### config.mk
export PLATFORM = sky130hd
export DESIGN_NAME = chain_calculator_accumulator_unit
export DESIGN_NICKNAME = d
export VERILOG_FILES = /design/src/sv/cca_pkg.sv /design/src/sv/chain_calculator_accumulator_unit.sv
export SDC_FILE = /design/constraint.sdc
export NUM_CORES = 1
export LEC_CHECK = 0
export ABC_AREA = 0
export BUFFER_PORTS_ARGS = -buffer_cell sky130_fd_sc_hd__buf_2
export CORE_ASPECT_RATIO = 1.2
export CORE_MARGIN = 4
export CORE_UTILIZATION = 40
export CTS_CLUSTER_SIZE = 30
export DETAILED_ROUTE_END_ITERATION = 16
export HOLD_SLACK_MARGIN = 0.06
export SLEW_MARGIN = 10
export SYNTH_ARGS = -nofsm -noshare
export SYNTH_HDL_FRONTEND = slang
export SYNTH_SLANG_ARGS = --single-unit
### constraint.sdc
create_clock -name clk -period 5.5 [get_ports clk]
set_input_delay 1.375 -clock clk [delete_from_list [all_inputs] [get_ports clk]]
set_output_delay 1.375 -clock clk [all_outputs]
set_load 0.05 [all_outputs]
### src/sv/cca_pkg.sv
// shared constants and types for the chain calculator accumulator
package cca_pkg;

  localparam int DATA_WIDTH_DEF = 32;

  localparam int OPERAND_W = 32;
  localparam int CHAR_W    = 8;
  localparam int STATUS_W  = 3;
  localparam int S_DATA_W  = 48;
  localparam int M_DATA_W  = 40;

  localparam logic [CHAR_W-1:0] CH_NONE = 8'd63;
  localparam logic [CHAR_W-1:0] CH_ADD  = 8'd43;
  localparam logic [CHAR_W-1:0] CH_SUB  = 8'd45;
  localparam logic [CHAR_W-1:0] CH_MUL  = 8'd42;
  localparam logic [CHAR_W-1:0] CH_DIV  = 8'd47;

  localparam logic [STATUS_W-1:0] ST_OK                 = 3'd0;
  localparam logic [STATUS_W-1:0] ST_OPERATOR_MISPLACED = 3'd1;
  localparam logic [STATUS_W-1:0] ST_OPERAND_MISPLACED  = 3'd2;
  localparam logic [STATUS_W-1:0] ST_DIV_ZERO           = 3'd3;
  localparam logic [STATUS_W-1:0] ST_ENDS_ON_OPERATOR   = 3'd4;

  localparam logic CMD_OPERAND  = 1'b0;
  localparam logic CMD_OPERATOR = 1'b1;

  typedef enum logic [3:0] {
    S_IDLE = 4'b0001,
    S_MUL  = 4'b0010,
    S_DIV  = 4'b0100,
    S_EMIT = 4'b1000
  } state_t;

endpackage

### src/sv/chain_calculator_accumulator_unit.sv
// left-to-right chain calculator with bit-serial multiply and divide
//
//  channel | dir | tdata (low bit up)                          | tuser | tlast
//  s_*     | in  | operand[31:0] op_char[39:32] first_token[40] | cmd   | last_token
//  m_*     | out | value[31:0] status[34:32]                   | -     | done_res
//
//  load, add, subtract and operator tokens go from the accepted beat into the output register, via S_EMIT if it is busy
//  multiply and divide go through accept, one bit per cycle in the
//  shared shift-add / restoring-divide loop, then the result beat
//  rst is synchronous and clears the accumulator, operator, flag, error and m_tvalid
//  a new beat is taken while one result waits in the output register
module chain_calculator_accumulator_unit
  import cca_pkg::*;
#(
  parameter int DATA_WIDTH = DATA_WIDTH_DEF
) (
  input  logic                clk,
  input  logic                rst,
  input  logic                s_tvalid,
  output logic                s_tready,
  input  logic [S_DATA_W-1:0] s_tdata,   // operand, op_char, first_token, zero fill
  input  logic                s_tuser,   // cmd
  input  logic                s_tlast,
  output logic                m_tvalid,
  input  logic                m_tready,
  output logic [M_DATA_W-1:0] m_tdata,   // value, status, zero fill
  output logic                m_tlast
);

  localparam int CNT_W = $clog2(DATA_WIDTH);

  state_t                  state;
  logic [DATA_WIDTH-1:0]   acc;
  logic [CHAR_W-1:0]       pend;
  logic                    expect_op;
  logic [STATUS_W-1:0]     err;
  logic                    last_q;

  logic [DATA_WIDTH-1:0]   sa;
  logic [DATA_WIDTH-1:0]   sb;
  logic [DATA_WIDTH:0]     work;
  logic                    neg;
  logic [CNT_W-1:0]        cnt;

  logic [DATA_WIDTH-1:0]   acc_next;
  logic [CHAR_W-1:0]       pend_next;
  logic                    expect_next;
  logic [STATUS_W-1:0]     err_next;
  logic                    go_mul;
  logic                    go_div;

  logic [DATA_WIDTH-1:0]   acc_eff;
  logic [DATA_WIDTH-1:0]   opd;
  logic [OPERAND_W-1:0]    operand_in;
  logic [CHAR_W-1:0]       op_char_in;
  logic                    first_in;
  logic signed [63:0]      opd_wide;

  logic                    accept;
  logic                    out_free;
  logic                    out_load;
  logic [DATA_WIDTH-1:0]   out_acc;
  logic [STATUS_W-1:0]     out_err;
  logic                    out_last;

  logic [DATA_WIDTH-1:0]   mul_sum;
  logic [DATA_WIDTH:0]     rs;
  logic [DATA_WIDTH:0]     diff;
  logic                    q_bit;
  logic [DATA_WIDTH-1:0]   sa_div;

  function automatic logic [DATA_WIDTH-1:0] mag(input logic [DATA_WIDTH-1:0] a);
    return a[DATA_WIDTH-1] ? (~a + 1'b1) : a;
  endfunction

  function automatic logic [OPERAND_W-1:0] to_out(input logic [DATA_WIDTH-1:0] a);
    logic signed [63:0] w;
    w = 64'(signed'(a));
    return w[OPERAND_W-1:0];
  endfunction

  assign operand_in = s_tdata[OPERAND_W-1:0];
  assign op_char_in = s_tdata[OPERAND_W+CHAR_W-1:OPERAND_W];
  assign first_in   = s_tdata[OPERAND_W+CHAR_W];
  assign opd_wide   = 64'(signed'(operand_in));
  assign opd        = opd_wide[DATA_WIDTH-1:0];

  assign s_tready = (state == S_IDLE);
  assign accept   = s_tvalid && s_tready;
  assign out_free = !m_tvalid || m_tready;

  // token decode with first-token clear folded in
  always_comb begin
    logic [CHAR_W-1:0]   pend_eff;
    logic                exp_eff;
    logic [STATUS_W-1:0] err_eff;
    acc_eff     = first_in ? '0 : acc;
    pend_eff    = first_in ? CH_NONE : pend;
    exp_eff     = first_in ? 1'b0 : expect_op;
    err_eff     = first_in ? ST_OK : err;
    acc_next    = acc_eff;
    pend_next   = pend_eff;
    expect_next = exp_eff;
    err_next    = err_eff;
    go_mul      = 1'b0;
    go_div      = 1'b0;
    if (err_eff == ST_OK) begin
      if (s_tuser == CMD_OPERATOR) begin
        if (!exp_eff) begin
          err_next = ST_OPERATOR_MISPLACED;
        end else begin
          pend_next   = op_char_in;
          expect_next = 1'b0;
        end
      end else begin
        if (exp_eff) begin
          err_next = ST_OPERAND_MISPLACED;
        end else begin
          case (pend_eff)
            CH_NONE: acc_next = opd;
            CH_ADD:  acc_next = acc_eff + opd;
            CH_SUB:  acc_next = acc_eff - opd;
            CH_MUL:  go_mul = 1'b1;
            CH_DIV: begin
              if (opd == '0) err_next = ST_DIV_ZERO;
              else go_div = 1'b1;
            end
            default: acc_next = acc_eff;
          endcase
          if (err_next == ST_OK) expect_next = 1'b1;
        end
      end
      if (s_tlast && err_next == ST_OK && !expect_next) err_next = ST_ENDS_ON_OPERATOR;
    end
  end

  // one bit per cycle of the shared loop
  assign mul_sum = sb[0] ? (work[DATA_WIDTH-1:0] + sa) : work[DATA_WIDTH-1:0];
  assign rs      = {work[DATA_WIDTH-1:0], sa[DATA_WIDTH-1]};
  assign diff    = rs - {1'b0, sb};
  assign q_bit   = !diff[DATA_WIDTH];
  assign sa_div  = {sa[DATA_WIDTH-2:0], q_bit};

  always_comb begin
    out_load = 1'b0;
    out_acc  = acc;
    out_err  = err;
    out_last = last_q;
    if (state == S_IDLE) begin
      out_acc  = acc_next;
      out_err  = err_next;
      out_last = s_tlast;
      out_load = accept && !go_mul && !go_div && out_free;
    end else if (state == S_EMIT) begin
      out_load = out_free;
    end
  end

  always_ff @(posedge clk) begin
    if (rst) begin
      state     <= S_IDLE;
      acc       <= '0;
      pend      <= CH_NONE;
      expect_op <= 1'b0;
      err       <= ST_OK;
      last_q    <= 1'b0;
    end else begin
      case (state)
        S_IDLE: begin
          if (accept) begin
            acc       <= acc_next;
            pend      <= pend_next;
            expect_op <= expect_next;
            err       <= err_next;
            last_q    <= s_tlast;
            cnt       <= CNT_W'(DATA_WIDTH - 1);
            work      <= '0;
            if (go_mul) begin
              sa    <= acc_eff;
              sb    <= opd;
              state <= S_MUL;
            end else if (go_div) begin
              sa    <= mag(acc_eff);
              sb    <= mag(opd);
              neg   <= acc_eff[DATA_WIDTH-1] ^ opd[DATA_WIDTH-1];
              state <= S_DIV;
            end else if (!out_free) begin
              state <= S_EMIT;
            end
          end
        end
        S_MUL: begin
          work <= {1'b0, mul_sum};
          sa   <= {sa[DATA_WIDTH-2:0], 1'b0};
          sb   <= {1'b0, sb[DATA_WIDTH-1:1]};
          cnt  <= cnt - 1'b1;
          if (cnt == '0) begin
            acc   <= mul_sum;
            state <= S_EMIT;
          end
        end
        S_DIV: begin
          work <= q_bit ? diff : rs;
          sa   <= sa_div;
          cnt  <= cnt - 1'b1;
          if (cnt == '0) begin
            acc   <= neg ? (~sa_div + 1'b1) : sa_div;
            state <= S_EMIT;
          end
        end
        S_EMIT: begin
          if (out_free) state <= S_IDLE;
        end
        default: state <= S_IDLE;
      endcase
    end
  end

  always_ff @(posedge clk) begin
    if (rst) begin
      m_tvalid <= 1'b0;
    end else if (out_load) begin
      m_tvalid <= 1'b1;
    end else if (m_tready) begin
      m_tvalid <= 1'b0;
    end
  end

  always_ff @(posedge clk) begin
    if (out_load) begin
      m_tdata <= {(M_DATA_W - OPERAND_W - STATUS_W)'(0), out_err, to_out(out_acc)};
      m_tlast <= out_last;
    end
  end

`ifndef NO_ASSERTIONS
  a_busy_no_ready: assert property (@(posedge clk) disable iff (rst)
    (state == S_MUL || state == S_DIV) |-> !s_tready)
    else $error("input ready while loop is busy");

  a_err_holds: assert property (@(posedge clk) disable iff (rst)
    !accept |=> $stable(err))
    else $error("error latch changed without a beat");

  a_div_nonzero: assert property (@(posedge clk) disable iff (rst)
    (state == S_DIV) |-> (sb != '0))
    else $error("divide loop running on zero divisor");

  a_loop_ends: assert property (@(posedge clk) disable iff (rst)
    ((state == S_MUL || state == S_DIV) && cnt == '0) |=> (state == S_EMIT))
    else $error("loop did not hand over to result");
`endif

endmodule

==> results.toml <==
[clocking]
cts_max_level = 4
numCtsBuffers = 17
clk_path_buf_depth = 2
root_buffer = "clkbuf_16"
clk_pin_slew_ns = 0.08
cts_tree = "yes"
clock_latency_ns = 0.46
cts.sinks = 188

[die]
rows = 82
core_sq_um = 42170
die_area_sq_um = 46350
io_pins = 97
die_y_um = 235.0
start_util = 0.4075
chipWidth_um = 197.2

[pwr]
power.switching_mw = 3.879
pwr-share-clk = 0.164
vdd_drop_max_uv = 282.9
comb_power_share = 0.557
power_frac_seq = 0.279
p_int_mw = 4.461
p_per_area_nw_per_um2 = 424.9
leakage_nw = 7.960
p_sw_frac = 0.4651

[cells_and_area]
design_area_sq_um = 19630
antennaDiodeCount = 0
final_util = 0.4655
layout.cells.most_common = "nand2_1"
most-common-layout-cells = "252 x nand2_1, 206 x nor2_1, 175 x o21ai_0"
drive_above_1_share = 0.1520
num-nets-final = 2406
synthToLayoutAreaGrowth_pct = 14.23

[grt]
grt_pass1_wl_um = 89870
grt_pass1_vias = 15660
grt_max_degree = 81
grt_usage = 0.2441
gr-total-overflow = 0
antenna_found_initial = 0

[worst_setup_path]
critical_path_class = "flip-flop to flip-flop"
cp-end-kind = "flip-flop"
cp-start-kind = "flip-flop"
cp_slowest_cell = "edfxtp_1"
crit_fanout = 5
required_ns = 5.81
max_stage_delay_ns = 0.51
crit_chain = "inv_1 -> ha_1 -> inv_1 -> fa_1 -> a211o_1 -> a21oi_1 -> o21a_1 -> o211ai_1 -> a211o_1 -> nand3_4 -> nand3_4 -> inv_2 -> ha_1 -> nand2_1 -> or3_1 -> or3_1 -> or3_4 -> o21ai_2 -> xor2_1 -> nor2_1 -> a311oi_1 -> a311oi_1"
timing.rr.start = "sa[31]"
ff2ff_path_depth = 22
crit_arrival_ns = 5.62
r2r_end = "acc[30]"
r2r_slack_ns = 0.19

[yosys]
synthCells = 2113
synth_edf_count = 138
ys.warnings.count = 0
yosys-top-cells-area = "edfxtp_1 24%, ha_1 7.2%, xnor2_1 5.9%, dfxtp_1 5.8%, nand2_1 5.5%"
ys_seq_elements = 188
ys.flop_type = "edfxtp_1"
avgSynthCellArea_sq_um = 8.132
syn_area_sq_um = 17180
synthArstFlopShare = 0
ys_types = 109
synth_top_area_frac = 0.2412
yosysTopAreaCell = "edfxtp_1"
ys_seq_area_frac = 0.2994

[sta]
setup_tns_ns = 0
rsz0062_at_grt = "true"
setup_violations = 0
finalCritPeriodShare = 0.9661
fmax_ghz = 0.1882
skew_ns = 0.01131
hold_viol = 0
slew_viol_final = 0
tightest_slew_ns = 0.9796
final.min_clock_period_ns = 5.314
slew_headroom = 0.3445

[status]
outcome = "complete, no violations"

[worst_hold_path]
hp-start = "acc[10]"
min_to = "acc[10]"
worstHoldPathType = "flip-flop to flip-flop"
holdPathStages = 2

[placed_design]
dpl.hpwl_um = 45200
io_buffers = 84
place_congestion = 0.9526
dpl_cell_area_sq_um = 18960

[routing]
drtIter0Drc = 1482
drt_pre_antenna_iters = 6
vias = 16520
totalWireLength_um = 58030
wl_per_cell_um = 20.66
drcViolationCount = 0
viasPerCell = 5.883
ant_nets = 0

[run]
maxCapViolCount = 0
cell usage after synthesis (30+ instances only):
| master | count |
|---|---|
| a21o_1 | 34 |
| a21oi_1 | 131 |
| a31oi_1 | 37 |
| clkbuf_1 | 98 |
| dfxtp_1 | 50 |
| edfxtp_1 | 138 |
| ha_1 | 99 |
| inv_1 | 83 |
| mux2i_1 | 33 |
| nand2_1 | 253 |
| nand3_1 | 30 |
| nor2_1 | 207 |
| nor2b_1 | 45 |
| nor3_1 | 47 |
| o21ai_0 | 175 |
| xnor2_1 | 116 |
| xor2_1 | 64 |
per-stage QoR:
step / total power, mW / hold WS (ns) / setup slack [ns] / cells
after CTS: 8.307 / 0.4722 / 0.07089 / 2808
after global placement: 6.851 / 0.4423 / -0.1577 / 2776
after floorplan: 5.609 / 0.4366 / 0.04047 / 2117
after detailed placement: 6.916 / 0.4611 / -0.1824 / 2776
final: 8.340 / 0.4735 / 0.1863 / 2809
after global routing: 8.877 / 0.4903 / -0.005694 / 2809
layer usage:
metal	global-route usage	wire, um	vias to the layer above
met4	0.1017	2407	0
met5	0	0	-
met1	0.3504	26060	7813
li1	-	-	7981
met2	0.3695	25330	629
met3	0.03124	4235	101
cells by family after synthesis:
kind of cell | after synthesis | synth area share
and+or+nand+nor | 736 | 0.2061
AOI/OAI and AO/OA | 655 | 0.2510
buffers and inverters | 212 | 0.05272
DFF | 188 | 0.2994
xor gates and xnor gates | 180 | 0.09175
adders and majority gates | 102 | 0.07558
muxes | 39 | 0.02316
other | 1 | 0.0002182
what timing repair did:
item	CTS	global route
setup buffers	0	1
hold buffers	0	0
setup endpoints to repair	1	5
resized for setup	1	5
pin swaps	0	3
hold endpoints to repair	0	0
cell type report:
cell class / count / area (sq um)
multi-input combinational: 1717 / 11230
clock inverter: 12 / 157.7
timing repair buffer: 241 / 1612
fill: 4112 / 22540
tap: 546 / 683.2
sequential: 188 / 5145
inverter: 85 / 319.1
clock buffer: 20 / 478.0
worst max-delay path, delay by kind of cell, from the launching register on:
family / cells / cell delay (ns)
AO/OA/AOI/OAI: 8 / 1.87
AND/OR/NAND/NOR: 7 / 1.61
adder cells (fa/ha/maj): 3 / 0.77
flip-flops: 1 / 0.51
XOR/XNOR: 1 / 0.16
buffers and inverters: 3 / 0.25
power by group through the flow:
stage	sequential, mW	combinational (mW)	clock [mW]
finish	2.33	4.65	1.36
CTS	2.32	4.60	1.38
global route	2.37	5.07	1.43
floorplan	2.74	2.87	0
detailed placement	2.34	4.57	0
global placement	2.34	4.51	0
state kept, by name, summed over array words and instances, names as in the netlist:
name,count
sa,32
expect_op,1
state,4
work,32
m_tdata,35
sb,32
acc,32
last_q,1
m_tlast,1
err,3
pend,8
cnt,5
neg,1
m_tvalid,1
worst max path at each step:
stage	start	to	slack [ns]	cells past startpoint
5_1_grt	sa[31]	acc[30]	-0.006	22
4_1_cts	sa[31]	acc[28]	0.07	22
6_report	sa[31]	acc[30]	0.19	22
2_1_floorplan	s_tdata[40]	m_tdata[31]	0.04	18
3_5_place_dp	s_tdata[0]	m_tdata[26]	-0.18	21
3_3_place_gp	s_tdata[0]	acc[27]	-0.16	21
(Power assumes the default switching activity.)
